File: config.mk
export PLATFORM = sky130hd
export DESIGN_NAME = sysex_tally_poll_decoder_top_flat
export DESIGN_NICKNAME = d
export VERILOG_FILES = /design/src/stp_pkg.sv /design/src/stp_in_if.sv /design/src/stp_out_if.sv /design/src/stp_cfg_if.sv /design/src/stp_front.sv /design/src/stp_queue.sv /design/src/stp_back.sv /design/src/sysex_tally_poll_decoder_top.sv /design/src/flat_wrapper.sv
export SDC_FILE = /design/constraint.sdc
export NUM_CORES = 1
export LEC_CHECK = 0
export BUFFER_PORTS_ARGS = -buffer_cell sky130_fd_sc_hd__buf_4
export CAP_MARGIN = 0
export CORE_MARGIN = 3
export CORE_UTILIZATION = 65
export CTS_CLUSTER_DIAMETER = 50
export DETAILED_ROUTE_END_ITERATION = 8
export HOLD_SLACK_MARGIN = 0.05
export PLACE_DENSITY = 0.92
export SETUP_SLACK_MARGIN = 0.02
export SLEW_MARGIN = 5
export SYNTH_ARGS = -nofsm -noshare
export SYNTH_HDL_FRONTEND = slang
export SYNTH_SLANG_ARGS = --single-unit
File: constraint.sdc
create_clock -name clk -period 6 [get_ports clk]
set_input_delay 1.2 -clock clk [delete_from_list [all_inputs] [get_ports clk]]
set_output_delay 1.2 -clock clk [all_outputs]
set_load 0.02 [all_outputs]
File: src/stp_pkg.sv
// Package of shared types, constants and functions for the SysEx tally poller.
`timescale 1ns / 1ps

package stp_pkg;

  // Number of tally channels and the width of a channel index.
  localparam int NUM_CHANNELS = 8;
  localparam int CH_W         = $clog2(NUM_CHANNELS);

  // Width of the signed on-air index and of the relay drive.
  localparam int ON_AIR_W = 4;
  localparam int RELAY_W  = 8;

  // Command queue between the front and the back.
  localparam int QDEPTH = 4;
  localparam int QPTR_W = $clog2(QDEPTH);
  localparam int QCNT_W = $clog2(QDEPTH + 1);

  // Configuration port widths.
  localparam int CFG_IDX_W  = 2;
  localparam int CFG_DATA_W = 8;

  // SysEx framing and message bytes.
  localparam logic [7:0] SYX_START = 8'hF0;
  localparam logic [7:0] SYX_END   = 8'hF7;
  localparam logic [7:0] MFR_ID    = 8'h41;
  localparam logic [7:0] MODEL_ID  = 8'h68;
  localparam logic [7:0] CMD_RQ1   = 8'h11;
  localparam logic [7:0] CMD_DT1   = 8'h12;
  localparam logic [7:0] ADDR_HI   = 8'h0C;
  localparam logic [7:0] SIZE_LO   = 8'h08;
  localparam logic [7:0] ZERO_BYTE = 8'h00;
  localparam logic [7:0] STATUS_ON = 8'h01;

  // Byte positions within a received frame (F0 is position 0).
  localparam logic [4:0] CMD_POS       = 5'd7;
  localparam logic [4:0] CH_POS        = 5'd10;
  localparam logic [4:0] STAT_POS      = 5'd11;
  localparam logic [4:0] REPLY_MIN_POS = 5'd11;
  localparam logic [4:0] POS_MAX       = 5'd31;

  // Last byte index of a request run.
  localparam logic [3:0] REQ_LAST_IDX = 4'd15;

  // Reset values of the configuration registers.
  localparam logic [6:0] DEVICE_ID_RST        = 7'd16;
  localparam logic       RELAY_ACTIVE_LOW_RST = 1'b1;

  // On-air index meaning no channel.
  localparam logic signed [ON_AIR_W-1:0] ON_AIR_NONE = -4'sd1;

  // Result kinds.
  localparam logic KIND_REQUEST = 1'b0;
  localparam logic KIND_UPDATE  = 1'b1;

  // Input item functions.
  localparam logic FUNC_POLL = 1'b0;
  localparam logic FUNC_RX   = 1'b1;

  // Configuration register indexes.
  typedef enum logic [CFG_IDX_W-1:0] {
    CFG_DEVICE_ID        = 2'd0,
    CFG_RELAY_ACTIVE_LOW = 2'd1
  } cfg_reg_t;

  // Back end sequencer states.
  typedef enum logic {
    BK_IDLE,
    BK_REQ
  } back_state_t;

  // One command passed from the front to the back.
  typedef struct packed {
    logic            is_update;
    logic [CH_W-1:0] channel;
    logic [7:0]      status;
  } q_entry_t;

  // Byte idx of the request message for channel ch.
  function automatic logic [7:0] req_byte(input logic [3:0]      idx,
                                          input logic [6:0]      dev_id,
                                          input logic [CH_W-1:0] ch);
    logic [6:0] sum7;
    logic [6:0] ck;
    logic [7:0] b;
    sum7 = 7'(ADDR_HI) + 7'(SIZE_LO) + 7'(ch);
    ck   = ~sum7 + 7'd1;
    unique case (idx)
      4'd0:  b = SYX_START;
      4'd1:  b = MFR_ID;
      4'd2:  b = {1'b0, dev_id};
      4'd3:  b = ZERO_BYTE;
      4'd4:  b = ZERO_BYTE;
      4'd5:  b = ZERO_BYTE;
      4'd6:  b = MODEL_ID;
      4'd7:  b = CMD_RQ1;
      4'd8:  b = ADDR_HI;
      4'd9:  b = ZERO_BYTE;
      4'd10: b = 8'(ch);
      4'd11: b = ZERO_BYTE;
      4'd12: b = ZERO_BYTE;
      4'd13: b = SIZE_LO;
      4'd14: b = {1'b0, ck};
      4'd15: b = SYX_END;
    endcase
    return b;
  endfunction

endpackage

File: src/stp_in_if.sv
// Input channel interface: poll ticks and received MIDI bytes.
`timescale 1ns / 1ps

interface stp_in_if;
  logic       valid;
  logic       ready;
  logic       func;
  logic [7:0] rx_byte;

  modport source (output valid, func, rx_byte, input ready);
  modport sink   (input valid, func, rx_byte, output ready);
endinterface

File: src/stp_out_if.sv
// Result channel interface: request bytes and relay updates.
`timescale 1ns / 1ps

interface stp_out_if;
  logic                                valid;
  logic                                ready;
  logic                                kind;
  logic [7:0]                          tx_byte;
  logic                                last;
  logic [stp_pkg::RELAY_W-1:0]         relay_drive;
  logic signed [stp_pkg::ON_AIR_W-1:0] on_air;

  modport source (output valid, kind, tx_byte, last, relay_drive, on_air, input ready);
  modport sink   (input valid, kind, tx_byte, last, relay_drive, on_air, output ready);
endinterface

File: src/stp_cfg_if.sv
// Configuration write channel interface.
`timescale 1ns / 1ps

interface stp_cfg_if;
  logic                           valid;
  logic                           ready;
  logic [stp_pkg::CFG_IDX_W-1:0]  index;
  logic [stp_pkg::CFG_DATA_W-1:0] data;

  modport source (output valid, index, data, input ready);
  modport sink   (input valid, index, data, output ready);
endinterface

File: src/stp_front.sv
// Front end: accepts transactions, frames received SysEx and queues commands.
`timescale 1ns / 1ps

module stp_front (
  input  logic              clk,
  input  logic              rst_n,
  stp_in_if.sink            in_if,
  input  logic              q_full,
  output logic              q_push,
  output stp_pkg::q_entry_t q_push_data
);

  logic [stp_pkg::CH_W-1:0] poll_r, poll_nxt;
  logic                     in_msg_r, in_msg_nxt;
  logic [4:0]               pos_r, pos_nxt;
  logic [7:0]               cmd_r, cmd_nxt;
  logic [7:0]               rch_r, rch_nxt;
  logic [7:0]               rstat_r, rstat_nxt;
  logic [7:0]               final_status;
  logic                     accept;

  // An item is taken whenever the queue has room for the command it may cause.
  assign in_if.ready = !q_full;
  assign accept      = in_if.valid && in_if.ready;

  // Classify the transaction, advance the framer and build any command.
  always_comb begin
    poll_nxt     = poll_r;
    in_msg_nxt   = in_msg_r;
    pos_nxt      = pos_r;
    cmd_nxt      = cmd_r;
    rch_nxt      = rch_r;
    rstat_nxt    = rstat_r;
    q_push       = 1'b0;
    q_push_data  = '0;
    final_status = (pos_r == stp_pkg::STAT_POS) ? in_if.rx_byte : rstat_r;

    if (accept) begin
      if (in_if.func == stp_pkg::FUNC_POLL) begin
        // Poll tick: request for the current channel, then move on.
        q_push              = 1'b1;
        q_push_data.channel = poll_r;
        if (poll_r == stp_pkg::CH_W'(stp_pkg::NUM_CHANNELS - 1)) begin
          poll_nxt = '0;
        end else begin
          poll_nxt = poll_r + 1'b1;
        end
      end else if (in_if.rx_byte == stp_pkg::SYX_START) begin
        // Start of frame restarts the parse even inside a frame.
        in_msg_nxt = 1'b1;
        pos_nxt    = 5'd1;
        cmd_nxt    = '0;
        rch_nxt    = '0;
        rstat_nxt  = '0;
      end else if (in_msg_r) begin
        if (in_if.rx_byte == stp_pkg::SYX_END) begin
          // End of frame: hand a well-formed reply to the back end.
          if (cmd_r == stp_pkg::CMD_DT1 && pos_r >= stp_pkg::REPLY_MIN_POS &&
              rch_r < 8'(stp_pkg::NUM_CHANNELS)) begin
            q_push                = 1'b1;
            q_push_data.is_update = 1'b1;
            q_push_data.channel   = rch_r[stp_pkg::CH_W-1:0];
            q_push_data.status    = final_status;
          end
          in_msg_nxt = 1'b0;
          pos_nxt    = '0;
        end else begin
          // Data byte: keep the fields of interest.
          priority if (pos_r == stp_pkg::CMD_POS) begin
            cmd_nxt = in_if.rx_byte;
          end else if (pos_r == stp_pkg::CH_POS) begin
            rch_nxt = in_if.rx_byte;
          end else if (pos_r == stp_pkg::STAT_POS) begin
            rstat_nxt = in_if.rx_byte;
          end else begin
            cmd_nxt = cmd_r;
          end
          if (pos_r != stp_pkg::POS_MAX) begin
            pos_nxt = pos_r + 5'd1;
          end
        end
      end
    end
  end

  // Framer and poll channel registers.
  always_ff @(posedge clk) begin
    if (!rst_n) begin
      poll_r   <= '0;
      in_msg_r <= 1'b0;
      pos_r    <= '0;
      cmd_r    <= '0;
      rch_r    <= '0;
      rstat_r  <= '0;
    end else begin
      poll_r   <= poll_nxt;
      in_msg_r <= in_msg_nxt;
      pos_r    <= pos_nxt;
      cmd_r    <= cmd_nxt;
      rch_r    <= rch_nxt;
      rstat_r  <= rstat_nxt;
    end
  end

endmodule

File: src/stp_queue.sv
// Short command queue between the front and the back.
`timescale 1ns / 1ps

module stp_queue (
  input  logic              clk,
  input  logic              rst_n,
  input  logic              push,
  input  stp_pkg::q_entry_t push_data,
  output logic              full,
  input  logic              pop,
  output logic              head_valid,
  output stp_pkg::q_entry_t head_data
);

  stp_pkg::q_entry_t          mem_r [stp_pkg::QDEPTH];
  logic [stp_pkg::QPTR_W-1:0] wr_ptr_r, wr_ptr_nxt;
  logic [stp_pkg::QPTR_W-1:0] rd_ptr_r, rd_ptr_nxt;
  logic [stp_pkg::QCNT_W-1:0] count_r, count_nxt;

  assign full       = (count_r == stp_pkg::QCNT_W'(stp_pkg::QDEPTH));
  assign head_valid = (count_r != '0);
  assign head_data  = mem_r[rd_ptr_r];

  // Pointer and occupancy update.
  always_comb begin
    wr_ptr_nxt = wr_ptr_r;
    rd_ptr_nxt = rd_ptr_r;
    count_nxt  = count_r;
    if (push) begin
      if (wr_ptr_r == stp_pkg::QPTR_W'(stp_pkg::QDEPTH - 1)) begin
        wr_ptr_nxt = '0;
      end else begin
        wr_ptr_nxt = wr_ptr_r + 1'b1;
      end
    end
    if (pop) begin
      if (rd_ptr_r == stp_pkg::QPTR_W'(stp_pkg::QDEPTH - 1)) begin
        rd_ptr_nxt = '0;
      end else begin
        rd_ptr_nxt = rd_ptr_r + 1'b1;
      end
    end
    if (push && !pop) begin
      count_nxt = count_r + 1'b1;
    end else if (pop && !push) begin
      count_nxt = count_r - 1'b1;
    end
  end

  always_ff @(posedge clk) begin
    if (!rst_n) begin
      wr_ptr_r <= '0;
      rd_ptr_r <= '0;
      count_r  <= '0;
    end else begin
      wr_ptr_r <= wr_ptr_nxt;
      rd_ptr_r <= rd_ptr_nxt;
      count_r  <= count_nxt;
    end
  end

  // Entry storage.
  always_ff @(posedge clk) begin
    if (push) begin
      mem_r[wr_ptr_r] <= push_data;
    end
  end

  a_no_overflow: assert property (@(posedge clk) disable iff (!rst_n)
    push |-> (!full || pop))
    else $error("command queue written while full");

  a_no_underflow: assert property (@(posedge clk) disable iff (!rst_n)
    pop |-> head_valid)
    else $error("command queue read while empty");

endmodule

File: src/stp_back.sv
// Back end: plays out request runs and applies status replies to the tally table.
`timescale 1ns / 1ps

module stp_back (
  input  logic              clk,
  input  logic              rst_n,
  input  logic              q_valid,
  input  stp_pkg::q_entry_t q_data,
  output logic              q_pop,
  input  logic [6:0]        device_id,
  input  logic              relay_active_low,
  stp_out_if.source         out_if
);

  stp_pkg::back_state_t      state_r, state_nxt;
  logic [3:0]                idx_r, idx_nxt;
  logic [stp_pkg::CH_W-1:0]  req_ch_r, req_ch_nxt;

  logic [7:0]                stat_r [stp_pkg::NUM_CHANNELS];
  logic [7:0]                stat_nxt [stp_pkg::NUM_CHANNELS];
  logic [stp_pkg::NUM_CHANNELS-1:0] known_r, known_nxt;
  logic signed [3:0]         on_air_r, on_air_nxt;

  logic                      out_valid_r, out_valid_nxt;
  logic                      out_kind_r, out_kind_nxt;
  logic [7:0]                out_tx_r, out_tx_nxt;
  logic                      out_last_r, out_last_nxt;
  logic [7:0]                out_drive_r, out_drive_nxt;
  logic signed [3:0]         out_air_r, out_air_nxt;

  logic                      can_load;
  logic                      changed;
  logic                      found;
  logic [3:0]                hit;
  logic [7:0]                onbit;
  logic [7:0]                drive;

  assign can_load = !out_valid_r || out_if.ready;

  assign out_if.valid       = out_valid_r;
  assign out_if.kind        = out_kind_r;
  assign out_if.tx_byte     = out_tx_r;
  assign out_if.last        = out_last_r;
  assign out_if.relay_drive = out_drive_r;
  assign out_if.on_air      = out_air_r;

  // Sequencer, tally table update and result register loading.
  always_comb begin
    state_nxt     = state_r;
    idx_nxt       = idx_r;
    req_ch_nxt    = req_ch_r;
    known_nxt     = known_r;
    on_air_nxt    = on_air_r;
    out_valid_nxt = out_valid_r && !out_if.ready;
    out_kind_nxt  = out_kind_r;
    out_tx_nxt    = out_tx_r;
    out_last_nxt  = out_last_r;
    out_drive_nxt = out_drive_r;
    out_air_nxt   = out_air_r;
    q_pop         = 1'b0;
    found         = 1'b0;
    hit           = '0;
    onbit         = '0;
    drive         = '0;
    for (int t = 0; t < stp_pkg::NUM_CHANNELS; t++) begin
      stat_nxt[t] = stat_r[t];
    end
    changed = !known_r[q_data.channel] || (stat_r[q_data.channel] != q_data.status);

    unique case (state_r)
      stp_pkg::BK_IDLE: begin
        if (q_valid && can_load) begin
          q_pop = 1'b1;
          if (!q_data.is_update) begin
            // First byte of a request run goes out at once.
            out_valid_nxt = 1'b1;
            out_kind_nxt  = stp_pkg::KIND_REQUEST;
            out_tx_nxt    = stp_pkg::req_byte(4'd0, device_id, q_data.channel);
            out_last_nxt  = 1'b0;
            out_drive_nxt = '0;
            out_air_nxt   = '0;
            req_ch_nxt    = q_data.channel;
            idx_nxt       = 4'd1;
            state_nxt     = stp_pkg::BK_REQ;
          end else if (changed) begin
            // Store the status and find the highest channel that is on air.
            stat_nxt[q_data.channel]  = q_data.status;
            known_nxt[q_data.channel] = 1'b1;
            for (int t = 0; t < stp_pkg::NUM_CHANNELS; t++) begin
              if (stat_nxt[t] == stp_pkg::STATUS_ON) begin
                found = 1'b1;
                hit   = 4'(t);
              end
            end
            if (found) begin
              on_air_nxt = $signed(hit);
            end
            if (!on_air_nxt[3]) begin
              onbit = 8'd1 << on_air_nxt[2:0];
            end
            drive         = relay_active_low ? ~onbit : onbit;
            out_valid_nxt = 1'b1;
            out_kind_nxt  = stp_pkg::KIND_UPDATE;
            out_tx_nxt    = '0;
            out_last_nxt  = 1'b1;
            out_drive_nxt = drive;
            out_air_nxt   = on_air_nxt;
          end
        end
      end
      stp_pkg::BK_REQ: begin
        if (can_load) begin
          out_valid_nxt = 1'b1;
          out_kind_nxt  = stp_pkg::KIND_REQUEST;
          out_tx_nxt    = stp_pkg::req_byte(idx_r, device_id, req_ch_r);
          out_last_nxt  = (idx_r == stp_pkg::REQ_LAST_IDX);
          out_drive_nxt = '0;
          out_air_nxt   = '0;
          idx_nxt       = idx_r + 4'd1;
          if (idx_r == stp_pkg::REQ_LAST_IDX) begin
            state_nxt = stp_pkg::BK_IDLE;
          end
        end
      end
    endcase
  end

  // Control, tally table and result valid registers.
  always_ff @(posedge clk) begin
    if (!rst_n) begin
      state_r     <= stp_pkg::BK_IDLE;
      idx_r       <= '0;
      known_r     <= '0;
      on_air_r    <= stp_pkg::ON_AIR_NONE;
      out_valid_r <= 1'b0;
      for (int t = 0; t < stp_pkg::NUM_CHANNELS; t++) begin
        stat_r[t] <= '0;
      end
    end else begin
      state_r     <= state_nxt;
      idx_r       <= idx_nxt;
      known_r     <= known_nxt;
      on_air_r    <= on_air_nxt;
      out_valid_r <= out_valid_nxt;
      for (int t = 0; t < stp_pkg::NUM_CHANNELS; t++) begin
        stat_r[t] <= stat_nxt[t];
      end
    end
  end

  // Result payload registers.
  always_ff @(posedge clk) begin
    req_ch_r    <= req_ch_nxt;
    out_kind_r  <= out_kind_nxt;
    out_tx_r    <= out_tx_nxt;
    out_last_r  <= out_last_nxt;
    out_drive_r <= out_drive_nxt;
    out_air_r   <= out_air_nxt;
  end

  a_req_idx_nonzero: assert property (@(posedge clk) disable iff (!rst_n)
    (state_r == stp_pkg::BK_REQ) |-> (idx_r != 4'd0))
    else $error("request run in progress with byte index zero");

  a_update_is_last: assert property (@(posedge clk) disable iff (!rst_n)
    (out_valid_r && out_kind_r == stp_pkg::KIND_UPDATE) |-> out_last_r)
    else $error("relay update not marked last");

  a_run_ends: assert property (@(posedge clk) disable iff (!rst_n)
    (state_r == stp_pkg::BK_REQ && can_load && idx_r == stp_pkg::REQ_LAST_IDX) |=>
    (state_r == stp_pkg::BK_IDLE && out_valid_r && out_last_r))
    else $error("request run did not close on its final byte");

  a_no_pop_in_run: assert property (@(posedge clk) disable iff (!rst_n)
    (state_r == stp_pkg::BK_REQ) |-> !q_pop)
    else $error("command taken while a request run is playing");

endmodule

File: src/sysex_tally_poll_decoder_top.sv
// Top level of the SysEx tally poller: configuration registers, front, queue and back.
// A transaction's first result passes through the command queue and the result register.
// Throughput: a poll tick holds the back end for 16 request bytes, one a cycle while the
// receiver is ready; inputs are taken one a cycle while the 4-entry command queue has room.
// Reset (synchronous, rst_n low) clears framing, poll channel, tally table and queue,
// and sets on_air to -1, device_id to 16 and relay_active_low to 1.
`timescale 1ns / 1ps

module sysex_tally_poll_decoder_top (
  input  logic       clk,
  input  logic       rst_n,
  stp_in_if.sink     in_if,
  stp_out_if.source  out_if,
  stp_cfg_if.sink    cfg_if
);

  logic [6:0]        device_id_r, device_id_nxt;
  logic              relay_active_low_r, relay_active_low_nxt;

  logic              q_full;
  logic              q_push;
  stp_pkg::q_entry_t q_push_data;
  logic              q_pop;
  logic              q_valid;
  stp_pkg::q_entry_t q_head;

  // Configuration writes are always taken.
  assign cfg_if.ready = 1'b1;

  // Register file decode.
  always_comb begin
    device_id_nxt        = device_id_r;
    relay_active_low_nxt = relay_active_low_r;
    if (cfg_if.valid) begin
      unique case (stp_pkg::cfg_reg_t'(cfg_if.index))
        stp_pkg::CFG_DEVICE_ID:        device_id_nxt        = cfg_if.data[6:0];
        stp_pkg::CFG_RELAY_ACTIVE_LOW: relay_active_low_nxt = cfg_if.data[0];
        default:                       device_id_nxt        = device_id_r;
      endcase
    end
  end

  always_ff @(posedge clk) begin
    if (!rst_n) begin
      device_id_r        <= stp_pkg::DEVICE_ID_RST;
      relay_active_low_r <= stp_pkg::RELAY_ACTIVE_LOW_RST;
    end else begin
      device_id_r        <= device_id_nxt;
      relay_active_low_r <= relay_active_low_nxt;
    end
  end

  stp_front u_front (
    .clk         (clk),
    .rst_n       (rst_n),
    .in_if       (in_if),
    .q_full      (q_full),
    .q_push      (q_push),
    .q_push_data (q_push_data)
  );

  stp_queue u_queue (
    .clk        (clk),
    .rst_n      (rst_n),
    .push       (q_push),
    .push_data  (q_push_data),
    .full       (q_full),
    .pop        (q_pop),
    .head_valid (q_valid),
    .head_data  (q_head)
  );

  stp_back u_back (
    .clk              (clk),
    .rst_n            (rst_n),
    .q_valid          (q_valid),
    .q_data           (q_head),
    .q_pop            (q_pop),
    .device_id        (device_id_r),
    .relay_active_low (relay_active_low_r),
    .out_if           (out_if)
  );

endmodule

File: src/flat_wrapper.sv
// flat-port wrapper written by rule: the top's interface ports become plain ports
module sysex_tally_poll_decoder_top_flat 
  (clk, rst_n, in_if_valid, in_if_func, in_if_rx_byte, in_if_ready, out_if_valid, out_if_kind, out_if_tx_byte, out_if_last, out_if_relay_drive, out_if_on_air, out_if_ready, cfg_if_valid, cfg_if_index, cfg_if_data, cfg_if_ready);
  stp_in_if in_if_i ();
  stp_out_if out_if_i ();
  stp_cfg_if cfg_if_i ();
  input  logic clk;
  input  logic rst_n;
  input wire logic [$bits(in_if_i.valid)-1:0] in_if_valid;
  input wire logic [$bits(in_if_i.func)-1:0] in_if_func;
  input wire logic [$bits(in_if_i.rx_byte)-1:0] in_if_rx_byte;
  output wire logic [$bits(in_if_i.ready)-1:0] in_if_ready;
  output wire logic [$bits(out_if_i.valid)-1:0] out_if_valid;
  output wire logic [$bits(out_if_i.kind)-1:0] out_if_kind;
  output wire logic [$bits(out_if_i.tx_byte)-1:0] out_if_tx_byte;
  output wire logic [$bits(out_if_i.last)-1:0] out_if_last;
  output wire logic [$bits(out_if_i.relay_drive)-1:0] out_if_relay_drive;
  output wire logic [$bits(out_if_i.on_air)-1:0] out_if_on_air;
  input wire logic [$bits(out_if_i.ready)-1:0] out_if_ready;
  input wire logic [$bits(cfg_if_i.valid)-1:0] cfg_if_valid;
  input wire logic [$bits(cfg_if_i.index)-1:0] cfg_if_index;
  input wire logic [$bits(cfg_if_i.data)-1:0] cfg_if_data;
  output wire logic [$bits(cfg_if_i.ready)-1:0] cfg_if_ready;
  assign in_if_i.valid = in_if_valid;
  assign in_if_i.func = in_if_func;
  assign in_if_i.rx_byte = in_if_rx_byte;
  assign in_if_ready = in_if_i.ready;
  assign out_if_valid = out_if_i.valid;
  assign out_if_kind = out_if_i.kind;
  assign out_if_tx_byte = out_if_i.tx_byte;
  assign out_if_last = out_if_i.last;
  assign out_if_relay_drive = out_if_i.relay_drive;
  assign out_if_on_air = out_if_i.on_air;
  assign out_if_i.ready = out_if_ready;
  assign cfg_if_i.valid = cfg_if_valid;
  assign cfg_if_i.index = cfg_if_index;
  assign cfg_if_i.data = cfg_if_data;
  assign cfg_if_ready = cfg_if_i.ready;
  sysex_tally_poll_decoder_top u_core (.clk(clk), .rst_n(rst_n), .in_if(in_if_i), .out_if(out_if_i), .cfg_if(cfg_if_i));
endmodule
==> impl_summary.log, run 1 <==
INFO  metric post_route_cells_drive_above_1_share = 12.6%
INFO  metric timing.clock.skew = 0.0217 ns
INFO  metric arrival = 5.15 ns
INFO  metric dp_cells = 1105
INFO  metric final_antenna_net_count = 0
INFO  metric antenna_found_initial = 0
INFO  metric maxCapViolations = 0
INFO  metric net_count_after_synthesis = 966
INFO  metric finalWirelength = 23100 µm
INFO  metric r2r_setup_slack = 0.97 ns
INFO  metric dr_total_vias = 7471
INFO  metric synth-async-reset-ratio = 0%
INFO  metric clock_insertion_delay_worst_skew = 0.53 ns
INFO  metric total_of_endpoints_with_negative_setup_slack_in_the_final_report = 0
INFO  metric areaGrowthSynthToFinish = 12.3%
INFO  metric multiInputGateArea = 4500 µm²
INFO  metric row_count = 43
INFO  metric initial_utilization = 68.2%
INFO  metric biggest_area_contributors_in_the_synthesized_netlist = sky130_fd_sc_hd__dfxtp_1, sky130_fd_sc_hd__edfxtp_1, sky130_fd_sc_hd__mux2i_1
INFO  metric setup.worst_path.end_class = flop
INFO  metric synthesis.yosys.warnings = 0
INFO  metric detailed_router_iteration_count_before_antenna_repair = 5
INFO  metric port_buffers = 46
INFO  metric syn_area_per_cell = 10.5 µm²
INFO  metric yosys.cell_types.count = 75
INFO  metric final_net_count = 991
INFO  metric met1_wirelength = 9360 µm
INFO  metric clock_path_buffers = 3
INFO  metric dominantRegCellSynth = sky130_fd_sc_hd__dfxtp_1
INFO  metric max-vdd-ir-drop = 0.000322 V
INFO  metric ff2ff_path_depth = 12
INFO  metric mostFrequentLayoutCell = sky130_fd_sc_hd__dfxtp_1
INFO  metric most_area_hungry_cell_type_in_the_yosys_netlist = sky130_fd_sc_hd__dfxtp_1
INFO  metric grt_first_pass_wirelength = 38200 µm
INFO  metric synth_top_area_share = 27.3%
INFO  metric status = finished, final reports clean
INFO  metric drc_errors = 0
INFO  metric yosys_register_bits = 205
INFO  metric routed_via_density = 6.51
INFO  metric hp-start = u_core.u_back.known_r[2]
INFO  metric critPathKind = flop to flop
INFO  metric top_level_ports = 49
INFO  metric cts.root.buffer_cell = sky130_fd_sc_hd__clkbuf_16
INFO  metric synth-edff-count = 73
INFO  metric detailroute.wirelength.met2 = 11300 µm
INFO  metric yosys.area_share.xor_xnor = 1.18%
INFO  metric synth.mux.area_fraction = 16.3%
INFO  metric dieArea = 16400 µm²
INFO  metric layout_worst_path_cycle_share = 83.9%
INFO  metric syn-instance-count = 925
INFO  metric synth-adder-area-share = 2.27%
INFO  metric cts_sinks = 205
INFO  metric compound_cell_area_share_of_the_yosys_netlist = 10.6%
INFO  metric fill_count = 866
INFO  metric hold_path_end = u_core.u_back.known_r[2]
INFO  metric ctsHtreeMaxLevel = 1
INFO  metric cts_setup_buffers = 0
INFO  metric fmax = 199 MHz
INFO  metric path_clk_slew = 0.06 ns
INFO  metric number_of_diodes_added_for_antenna_fixing = 0
INFO  metric worst_hold_path.num_cells = 2
INFO  metric dp_worst_setup_slack = 1.24 ns
INFO  metric rsz0062_at_grt = false
INFO  metric globalRouteOverflowTotal = 0
INFO  metric top_layer_used = met4
INFO  metric cts_repair_resize_count = 0
INFO  metric postLayoutCellArea = 10900 µm²
INFO  metric finalNonFillerCells = 1147
INFO  metric detail_route.wl_per_cell = 20.2 µm
INFO  metric critical_path.startpoint_type = flop
INFO  metric finalCoreUtilization = 76.6%
INFO  metric gp_routability_congestion = 0.974
INFO  metric final_max_slew_viol_count = 0
INFO  metric crit_fanout = 37
INFO  metric core_region_area = 14200 µm²
INFO  metric hold_viol = 0
INFO  metric maximum_number_of_pins_on_one_net_before_global_route_repair = 82
INFO  metric critical_path_data_required_time = 6.12 ns
INFO  metric setup-tns-final = 0 ns
INFO  metric die_h = 128 µm
INFO  metric final_critical_path_setup_slack = 0.967 ns
INFO  metric post_cts_hold_buffer_count = 0
INFO  metric cts_buffers = 23
INFO  metric regArea = 4830 µm²
INFO  metric detailroute.wirelength.met3 = 1900 µm
INFO  metric dpl-instance-area = 10100 µm²
INFO  metric maxSlewHeadroom = 22.7%
INFO  metric dr.first_iter.drc_count = 826
INFO  metric synth_simple_gate_area_share = 15.9%
INFO  metric grt_use_total = 28.6%
INFO  metric critical_path.reg2reg.endpoint = u_core.u_back.out_if.relay_drive[5]
INFO  metric cts_tree = yes
INFO  metric synth_seq_area_share = 49.9%
INFO  metric via_count_of_the_first_global_routing_pass = 7494
INFO  metric power_density = 433 nW/µm²
INFO  metric largest_family_of_logic_cells_by_synthesized_area = multiplexers
INFO  metric cellLeakagePower = 4.17 nW
INFO  metric commonest_non_fill_non_tap_cells_in_the_layout = sky130_fd_sc_hd__dfxtp_1, sky130_fd_sc_hd__mux2i_1, sky130_fd_sc_hd__nand2_1
INFO  metric synth.cell_area = 9680 µm²
INFO  metric tightestPinTransition = 1.15 ns
INFO  metric place_hpwl = 14600 µm
INFO  metric chipWidth = 128 µm
INFO  metric min_period = 5.03 ns
INFO  metric worst_hold_path_type = flop to flop
-- power by group --
part	leakage, nW	switching [W]	internal, W
Sequential	1.76	0.000116	0.00167
Combinational	2.01	0.000903	0.000535
Clock	0.395	0.000591	0.000893
Total	4.17	0.00161	0.00309
-- cells by family (layout without fill, tap and decap cells) --
family | after synthesis | in the layout
AOI/OAI and AO/OA | 152 | 152
xor gates and xnor gates | 13 | 13
adders and majority gates | 17 | 17
buffers and inverters | 78 | 120
DFF | 205 | 205
muxes | 140 | 140
other | 1 | 1
and+or+nand+nor | 319 | 319
-- Yosys cell counts, types with 3 or more instances --
cell                       count
sky130_fd_sc_hd__ha_1         16
sky130_fd_sc_hd__a22oi_1      15
sky130_fd_sc_hd__mux4_2        5
sky130_fd_sc_hd__nand2b_1      4
sky130_fd_sc_hd__nor4b_1       5
sky130_fd_sc_hd__or4_1         3
sky130_fd_sc_hd__mux2i_1     126
sky130_fd_sc_hd__a211oi_1      3
sky130_fd_sc_hd__o21ai_0      19
sky130_fd_sc_hd__nor2_1       87
sky130_fd_sc_hd__dfxtp_1     132
sky130_fd_sc_hd__nor3_1       13
sky130_fd_sc_hd__o22ai_1       3
sky130_fd_sc_hd__buf_1         4
sky130_fd_sc_hd__buf_6         3
sky130_fd_sc_hd__buf_4         6
sky130_fd_sc_hd__or3_1         6
sky130_fd_sc_hd__nor2b_1       7
sky130_fd_sc_hd__o311ai_0      3
sky130_fd_sc_hd__o21bai_1      3
sky130_fd_sc_hd__nand3b_1     11
sky130_fd_sc_hd__xnor2_1       6
sky130_fd_sc_hd__buf_2        16
sky130_fd_sc_hd__edfxtp_1     73
sky130_fd_sc_hd__nor4_1       12
sky130_fd_sc_hd__nand3_1      12
sky130_fd_sc_hd__a21o_1        4
sky130_fd_sc_hd__a31oi_1       8
sky130_fd_sc_hd__nand2_1     119
sky130_fd_sc_hd__a21oi_1      52
sky130_fd_sc_hd__o31a_1        3
sky130_fd_sc_hd__or2_2         3
sky130_fd_sc_hd__and2_1       12
sky130_fd_sc_hd__xor2_1        7
sky130_fd_sc_hd__o21a_1        9
sky130_fd_sc_hd__nand4_1       6
sky130_fd_sc_hd__mux4_1        7
sky130_fd_sc_hd__inv_1        20
sky130_fd_sc_hd__clkbuf_1     27
sky130_fd_sc_hd__a22o_1        6
-- worst max path at each step --
stage / start / to / slack [ns] / cells past startpoint
final: flop / u_core.u_back.out_if.relay_drive[5] / 0.97 / 12
after global routing: flop / u_core.u_back.out_if.relay_drive[5] / 0.71 / 12
after CTS: flop / u_core.u_back.out_if.relay_drive[5] / 1.03 / 12
after detailed placement: flop / u_core.u_back.out_if.on_air[3] / 1.24 / 12
after global placement: flop / u_core.u_back.out_if.relay_drive[5] / 1.32 / 12
after floorplan: in_if_rx_byte[6] / u_core.u_queue.count_r[2] / 2.45 / 12
-- layout make-up --
class / count / share of cell area [%]
multi-input cells: 642 / 41.4
clock inverters: 11 / 1.56
inverters: 22 / 0.759
well taps: 180 / 2.07
repair buffers: 56 / 3.87
flip-flops and latches: 205 / 44.5
clock buffers: 31 / 5.87
-- critical path: stages (launching register included) --
cell	delay, ns
sky130_fd_sc_hd__dfxtp_1	0.78
sky130_fd_sc_hd__mux2i_1	0.17
sky130_fd_sc_hd__mux2_2	0.42
sky130_fd_sc_hd__inv_2	0.61
sky130_fd_sc_hd__buf_4	0.36
sky130_fd_sc_hd__mux2i_1	0.27
sky130_fd_sc_hd__a22oi_1	0.13
sky130_fd_sc_hd__o21ai_0	0.18
sky130_fd_sc_hd__xor2_1	0.17
sky130_fd_sc_hd__nand4_1	0.16
sky130_fd_sc_hd__nor4_4	0.60
sky130_fd_sc_hd__a21oi_1	0.18
sky130_fd_sc_hd__o21a_1	0.55
-- registers in the layout, summed over array words and instances (netlist names), 3 cells and up, named ones only --
register,count
u_core.u_back.stat_r,64
u_core.u_front.poll_r,3
u_core.u_front.cmd_r,8
u_core.u_front.rstat_r,8
u_core.u_front.pos_r,5
u_core.u_back.on_air_r,4
u_core.u_back.out_if.tx_byte,8
u_core.u_front.rch_r,8
u_core.u_back.known_r,8
u_core.u_queue.mem_r,48
u_core.u_back.req_ch_r,3
u_core.u_queue.count_r,3
u_core.u_back.out_if.relay_drive,8
u_core.u_back.out_if.on_air,4
u_core.u_back.idx_r,4
u_core.device_id_r,7
-- per-stage QoR --
step | power [W] | hold slack, ns
after floorplan | 0.00282 | 0.426
after global placement | 0.00313 | 0.438
after detailed placement | 0.00319 | 0.457
after CTS | 0.00468 | 0.468
after global routing | 0.00489 | 0.490
final | 0.00470 | 0.467
-- metal layers --
metal	global-route usage (%)	up-vias
met5	0	-
met4	9.86	0
met3	5.13	75
met2	47.7	388
met1	37.7	3598
li1	-	3410
Power figures use the tool's default switching activity.
==> inputs of run 2 (changes only) <==
- CORE_UTILIZATION: 65 -> 55
- PLACE_DENSITY: 0.92 -> 0.84
- clock period: 6 -> 4.3 ns (I/O delays scaled with it)
==> run 2 against run 1 <==
Cell count up 5.3%. Via count down 2.2%. Final area rose by 2.1%. Critical path depth down 3. Sequential share of layout area decreased by 0.90 points. Flip-flop and latch count unchanged. Hold slack worse by 0.0044 ns. Sequential power up 38%. Die area grew 17%. Worst setup slack lost 0.69 ns.
==> impl_summary.log, run 2 (same netlist as run 1, synthesis figures left out) <==
INFO  metric final_critical_path_setup_slack = 0.275 ns (-0.692 ns)
INFO  metric areaGrowthSynthToFinish = 14.6%
INFO  metric critical_path.startpoint_type = flop
INFO  metric max-vdd-ir-drop = 0.000407 V (+27%)
INFO  metric initial_utilization = 57.4% (-11 points)
INFO  metric cts_repair_resize_count = 0 (unchanged)
INFO  metric port_buffers = 46 (unchanged)
INFO  metric power_density = 597 nW/µm² (+38%)
INFO  metric hold-worst-slack = 0.462 ns (-0.00439 ns)
INFO  metric row_count = 47 (+9.3%)
INFO  metric place_hpwl = 14800 µm (+1.7%)
INFO  metric maxSlewHeadroom = 28.9% (+6.2 points)
INFO  metric dieArea = 19200 µm² (+17%)
INFO  metric grt_use_total = 22.6% (-6.0 points)
INFO  metric clock_insertion_delay_worst_skew = 0.51 ns (-0.02 ns)
INFO  metric fmax = 248 MHz (+25%)
INFO  metric detail_route.wl_per_cell = 18.4 µm (-8.7%)
INFO  metric clock_path_buffers = 3 (unchanged)
INFO  metric dr.first_iter.drc_count = 788 (-4.6%)
INFO  metric cellLeakagePower = 4.27 nW (+2.5%)
INFO  metric arrival = 4.37 ns (-0.78 ns)
INFO  metric cts.root.buffer_cell = sky130_fd_sc_hd__clkbuf_16
INFO  metric layout_worst_path_cycle_share = 93.6% (+9.7 points)
INFO  metric antenna_found_initial = 0 (unchanged)
INFO  metric critPathKind = flop to flop
INFO  metric path_clk_slew = 0.06 ns (about the same)
INFO  metric hold_viol = 0 (unchanged)
INFO  metric post_route_cells_drive_above_1_share = 14.3% (+1.7 points)
INFO  metric reg.largest.list = u_core.u_back.stat_r x64, u_core.u_queue.mem_r x48
INFO  metric mostFrequentLayoutCell = sky130_fd_sc_hd__dfxtp_1
INFO  metric crit_path_top_delay_cell = sky130_fd_sc_hd__mux4_1
INFO  metric globalRouteOverflowTotal = 0 (unchanged)
INFO  metric rsz0062_at_grt = false
INFO  metric final_net_count = 1011 (+2.0%)
INFO  metric die_h = 139 µm (+8.3%)
INFO  metric post_cts_hold_buffer_count = 0 (unchanged)
INFO  metric cts_sinks = 205 (unchanged)
INFO  metric setup.worst_path.end_class = flop
INFO  metric gp_routability_congestion = 0.931 (-4.4%)
INFO  metric largest_reg_flops = 64 (unchanged)
INFO  metric top_level_ports = 49 (unchanged)
INFO  metric routed_via_density = 6.05 (-7.1%)
INFO  metric cts_tree = yes
INFO  metric final_max_slew_viol_count = 0 (unchanged)
INFO  metric slowest_delay = 0.71 ns (-0.07 ns)
INFO  metric path_depth = 9 (-3)
INFO  metric total_of_endpoints_with_negative_setup_slack_in_the_final_report = 0 (unchanged)
INFO  metric cts_setup_buffers = 0 (unchanged)
INFO  metric ctsHtreeMaxLevel = 1 (unchanged)
INFO  metric tightestPinTransition = 1.07 ns (-0.0853 ns)
INFO  metric top_register = u_core.u_back.stat_r
INFO  metric number_of_diodes_added_for_antenna_fixing = 0 (unchanged)
INFO  metric maximum_number_of_pins_on_one_net_before_global_route_repair = 60 (-27%)
INFO  metric finalWirelength = 22200 µm (-3.8%)
INFO  metric drc_errors = 0 (unchanged)
INFO  metric dr_total_vias = 7307 (-2.2%)
INFO  metric critical_path_data_required_time = 4.64 ns (-1.48 ns)
INFO  metric crit_fanout = 11 (-70%)
INFO  metric critPathTopFamily = simple AND/OR/NAND/NOR gates
INFO  metric crit_chain = buf_4, mux4_1, or4b_1, nor4_1, a31oi_1, a311oi_1, o221a_1, and3_4, mux2i_1
INFO  metric chipWidth = 139 µm (+8.3%)
INFO  metric final_antenna_net_count = 0 (unchanged)
INFO  metric detailed_router_iteration_count_before_antenna_repair = 7 (+2)
INFO  metric timing.clock.skew = 0.0133 ns (-0.00848 ns)
INFO  metric status = finished, final reports clean
INFO  metric worst_hold_path_type = flop to flop
INFO  metric maxCapViolations = 0 (unchanged)
INFO  metric critical_path_buf_inv_count = 1 (-1)
INFO  metric cts_buffers = 24 (+4.3%)
INFO  metric ff2ff_path_depth = 9 (-3)
INFO  metric setup-tns-final = 0 ns (unchanged)
INFO  metric core_region_area = 16900 µm² (+19%)
INFO  metric worst_hold_path.num_cells = 2 (unchanged)
INFO  metric commonest_non_fill_non_tap_cells_in_the_layout = sky130_fd_sc_hd__dfxtp_1, sky130_fd_sc_hd__mux2i_1, sky130_fd_sc_hd__nand2_1
INFO  metric grt_first_pass_wirelength = 36500 µm (-4.4%)
INFO  metric dp_worst_setup_slack = 0.444 ns (-0.791 ns)
INFO  metric min_period = 4.02 ns (-1.01 ns)
INFO  metric via_count_of_the_first_global_routing_pass = 7211 (-3.8%)
==> run 2: changes by cell type in the layout (fill, tap and decap cells not counted), sizes merged <==
cell      previous run  this run
clkinvlp             0         2
clkbuf              31        30
buf                 56        75
clkinv               5         7
inv                 25        23
bufinv               3         4
==> run 2: worst paths after layout <==
kind / end / slack, ns / from
hold reg to reg: u_core.u_back.known_r[0] / 0.46 / u_core.u_back.known_r[0]
setup reg to reg: u_core.u_back.out_if.relay_drive[0] / 0.28 / flop
setup / recovery: u_core.u_back.out_if.relay_drive[0] / 0.28 / flop
hold / removal: u_core.u_back.known_r[0] / 0.46 / u_core.u_back.known_r[0]
==> run 2: area by class of cell <==
type                    count  area (µm²)
fillers                  1247        5780
flip-flops and latches    205        4830
multi-input cells         642        4500
clock buffers              30         664
repair buffers             75         563
well taps                 220         275
clock inverters            14         175
inverters                  22        82.6
==> run 2: metrics by stage <==
stage	cells	total power [W]	area (µm²)	utilization [%]
3_5_place_dp	1164	0.00451	10300	60.8
5_1_grt	1208	0.00693	11100	65.8
3_3_place_gp	1164	0.00445	10300	60.8
4_1_cts	1208	0.00664	11100	65.8
6_report	1208	0.00662	11100	65.8
2_1_floorplan	925	0.00394	9680	-
==> run 2: power by group <==
group | switching (W) | internal, W | total [W]
Sequential | 0.000137 | 0.00232 | 0.00246
Combinational | 0.00125 | 0.000807 | 0.00205
Clock | 0.000778 | 0.00133 | 0.00211
==> run 2: layer usage <==
| metal | track usage [%] | routed length (µm) |
|---|---|---|
| met2 | 38.2 | 10800 |
| met3 | 3.28 | 1340 |
| met5 | 0 | 0 |
| met1 | 30.4 | 9470 |
| met4 | 6.75 | 627 |
==> run 2: worst register-to-register path, cell delays in order (launching register included) <==
cell and delay (ns):
sky130_fd_sc_hd__dfxtp_1 0.34, sky130_fd_sc_hd__buf_4 0.24, sky130_fd_sc_hd__mux4_1 0.72, sky130_fd_sc_hd__or4b_1 0.58, sky130_fd_sc_hd__nor4_1 0.51, sky130_fd_sc_hd__a31oi_1 0.22
sky130_fd_sc_hd__a311oi_1 0.35, sky130_fd_sc_hd__o221a_1 0.46, sky130_fd_sc_hd__and3_4 0.25, sky130_fd_sc_hd__mux2i_1 0.20
==> inputs of run 3 (changes only) <==
- CORE_UTILIZATION: 55 -> 57
- CTS_BUF_LIST: unset -> sky130_fd_sc_hd__clkbuf_8
- PLACE_DENSITY: 0.84 -> 0.86
==> run 3 against run 2 <==
Flip-flop and latch count stayed put. Critical path type unchanged. Maximum frequency decreased by 1.5%. Via count is 0.33% lower. Worst setup slack got worse by 0.062 ns. Non-clock buffer count is 7 lower. Sequential power about the same. Critical path depth grew 3. Largest cell class unchanged. Register-to-register slack lost 0.06 ns. Global-route usage up 1.1 points. Hold slack improved by 0.0018 ns. Highest routed layer unchanged.
==> impl_summary.log, run 3 (same netlist as run 1, synthesis figures left out) <==
INFO  metric setup-tns-final = 0 ns (unchanged)
INFO  metric timing.clock.skew = 0.0375 ns (+0.0242 ns)
INFO  metric power_report.internal_total = 0.00397 W (-11%)
INFO  metric cts_buffers = 35 (+46%)
INFO  metric dpl-instance-area = 10200 µm² (-0.51%)
INFO  metric cts_setup_buffers = 0 (unchanged)
INFO  metric post_route_cells_drive_above_1_share = 14.9% (+0.64 points)
INFO  metric detail_route.wl_per_cell = 18.2 µm (-0.96%)
INFO  metric grt_use_total = 23.7% (+1.1 points)
INFO  metric hold_viol = 0 (unchanged)
INFO  metric globalRouteOverflowTotal = 0 (unchanged)
INFO  metric mostFrequentLayoutCell = sky130_fd_sc_hd__dfxtp_1
INFO  metric antenna_found_initial = 0 (unchanged)
INFO  metric critical_path_data_required_time = 4.72 ns (+0.08 ns)
INFO  metric commonest_non_fill_non_tap_cells_in_the_layout = sky130_fd_sc_hd__dfxtp_1, sky130_fd_sc_hd__mux2i_1, sky130_fd_sc_hd__nand2_1
INFO  metric top_level_ports = 49 (unchanged)
INFO  metric die_h = 136 µm (-1.7%)
INFO  metric critPathKind = flop to flop
INFO  metric drc_errors = 0 (unchanged)
INFO  metric cp_common_cell = sky130_fd_sc_hd__buf_4
INFO  metric areaGrowthSynthToFinish = 12.3%
INFO  metric seqPwrFrac = 40.2% (+3.1 points)
INFO  metric maxCapViolations = 0 (unchanged)
INFO  metric final_antenna_net_count = 0 (unchanged)
INFO  metric chipWidth = 136 µm (-1.7%)
INFO  metric setup.worst_path.end_class = flop
INFO  metric p_switching = 0.00217 W (+0.31%)
INFO  metric netSwitchingFraction = 35.3% (+2.7 points)
INFO  metric clock_insertion_delay_worst_skew = 0.53 ns (+0.02 ns)
INFO  metric worst_hold_path_type = flop to flop
INFO  metric rsz0062_at_grt = false
INFO  metric tightestPinTransition = 1.07 ns (+0.00822 ns)
INFO  metric fmax = 245 MHz (-1.5%)
INFO  metric via_count_of_the_first_global_routing_pass = 7121 (-1.2%)
INFO  metric crit_path_top_delay_cell = sky130_fd_sc_hd__mux4_2
INFO  metric number_of_diodes_added_for_antenna_fixing = 0 (unchanged)
INFO  metric initial_utilization = 58.4% (+1.0 points)
INFO  metric max-vdd-ir-drop = 0.000362 V (-11%)
INFO  metric power.share.combinational = 33.1% (+2.1 points)
INFO  metric clkPwrFrac = 26.8% (-5.1 points)
INFO  metric ctsHtreeMaxLevel = 2 (+1)
INFO  metric clock_path_buffers = 3 (unchanged)
INFO  metric largest_reg_flops = 64 (unchanged)
INFO  metric cellLeakagePower = 4.22 nW (-1.2%)
INFO  metric layout_worst_path_cycle_share = 95.0% (+1.4 points)
INFO  metric cts_sinks = 205 (unchanged)
INFO  metric critical_path.startpoint_type = flop
INFO  metric maximum_number_of_pins_on_one_net_before_global_route_repair = 60 (unchanged)
INFO  metric port_buffers = 46 (unchanged)
INFO  metric detailed_router_iteration_count_before_antenna_repair = 5 (-2)
INFO  metric top_register = u_core.u_back.stat_r
INFO  metric routed_via_density = 5.97 (-1.2%)
INFO  metric final_max_slew_viol_count = 0 (unchanged)
INFO  metric maxSlewHeadroom = 28.3% (-0.55 points)
INFO  metric row_count = 47 (unchanged)
INFO  metric power.total = 0.00614 W (-7.3%)
INFO  metric place_hpwl = 15000 µm (+0.81%)
INFO  metric final_net_count = 1015 (+0.40%)
INFO  metric cts.root.buffer_cell = sky130_fd_sc_hd__clkbuf_8
INFO  metric min_period = 4.09 ns (+0.0617 ns)
INFO  metric critical_path.reg2reg.endpoint = u_core.u_back.stat_r[6][4]
INFO  metric crit_chain = buf_4, mux4_2, nor2b_1, buf_4, a22o_1, a221oi_1, xnor2_1, nand3_1, nor4_4, buf_4, or4_1, mux2i_1
INFO  metric dr.first_iter.drc_count = 497 (-37%)
INFO  metric power_density = 565 nW/µm² (-5.4%)
INFO  metric slowest_delay = 0.75 ns (+0.04 ns)
INFO  metric core_region_area = 16600 µm² (-1.7%)
INFO  metric gp_routability_congestion = 0.882 (-5.3%)
INFO  metric crit_fanout = 30 (+19)
INFO  metric ff2ff_path_depth = 12 (+3)
INFO  metric cts_tree = yes
INFO  metric dr_total_vias = 7283 (-0.33%)
INFO  metric dieArea = 18600 µm² (-3.4%)
INFO  metric grt_first_pass_wirelength = 35200 µm (-3.6%)
INFO  metric cts_repair_resize_count = 0 (unchanged)
INFO  metric post_cts_hold_buffer_count = 0 (unchanged)
INFO  metric r2r_setup_slack = 0.21 ns (-0.06 ns)
INFO  metric arrival = 4.51 ns (+0.14 ns)
INFO  metric finalWirelength = 22200 µm (about the same)
INFO  metric path_clk_slew = 0.07 ns (about the same)
INFO  metric status = finished, final reports clean
INFO  metric cp-endpoint = u_core.u_back.stat_r[6][4]
INFO  metric total_of_endpoints_with_negative_setup_slack_in_the_final_report = 0 (unchanged)
INFO  metric postLayoutCellArea = 10900 µm² (-2.1%)
INFO  metric reg.largest.list = u_core.u_back.stat_r x64, u_core.u_queue.mem_r x48
[run 3: cell types whose count changed in the layout (fill, tap and decap cells not counted), moves of 3 or more]
| cell | delta |
|---|---|
| sky130_fd_sc_hd__inv_1 | +11 |
| sky130_fd_sc_hd__clkinv_1 | -3 |
| sky130_fd_sc_hd__clkbuf_1 | -3 |
| sky130_fd_sc_hd__bufinv_16 | -4 |
| sky130_fd_sc_hd__clkinv_2 | +4 |
| sky130_fd_sc_hd__buf_4 | -7 |
| sky130_fd_sc_hd__clkbuf_16 | -25 |
| sky130_fd_sc_hd__clkbuf_8 | +38 |
[run 3: routing by layer]
layer / wire length (µm) / vias to the layer above / global-route usage, %
met1: 9220 / 3476 / 29.5
li1: - / 3455 / -
met4: 626 / 0 / 9.91
met5: 0 / - / 0
met3: 1440 / 66 / 5.26
met2: 10900 / 286 / 39.8
[run 3: worst min-delay path by stage]
stage | start | depth (start not counted) | slack, ns | endpoint
3_3_place_gp | u_core.u_back.known_r[0] | 2 | 0.44 | u_core.u_back.known_r[0]
2_1_floorplan | u_core.u_back.known_r[6] | 2 | 0.43 | u_core.u_back.known_r[6]
3_5_place_dp | u_core.u_back.known_r[0] | 2 | 0.44 | u_core.u_back.known_r[0]
5_1_grt | u_core.u_back.known_r[3] | 1 | 0.49 | u_core.u_back.known_r[3]
4_1_cts | u_core.u_back.known_r[6] | 2 | 0.46 | u_core.u_back.known_r[6]
6_report | u_core.u_back.known_r[6] | 2 | 0.46 | u_core.u_back.known_r[6]
[run 3: critical path, delay by kind of cell (launching register included)]
kind            cells  cell delay, ns
compound gates      2            0.45
simple gates        4            1.24
buf+inv             3            0.78
mux                 2            0.99
xor+xnor            1            0.16
flops               1            0.34
[run 3: power by group through the flow]
stage | Clock (W) | Combinational (W) | Sequential (W)
finish | 0.00164 | 0.00203 | 0.00246
global route | 0.00174 | 0.00219 | 0.00249
CTS | 0.00166 | 0.00201 | 0.00246
detailed placement | 0 | 0.00199 | 0.00250
global placement | 0 | 0.00195 | 0.00249
floorplan | 0 | 0.00133 | 0.00261
[run 3: cell type report]
class | instances | area [µm²]
clock inverter | 22 | 104
inverter | 22 | 82.6
timing repair buffer | 68 | 510
sequential | 205 | 4830
tap | 220 | 275
clock buffer | 40 | 551
multi-input combinational | 642 | 4510
fill | 1238 | 5710
[run 3: metrics by stage]
stage,util (%),hold WS (ns),instances,worst slack [ns]
after floorplan,-,0.426,925,0.777
after global placement,61.5,0.438,1157,0.362
after detailed placement,61.5,0.445,1157,0.267
after CTS,65.5,0.460,1219,0.180
after global routing,65.6,0.487,1219,0.0237
final,65.6,0.464,1219,0.214
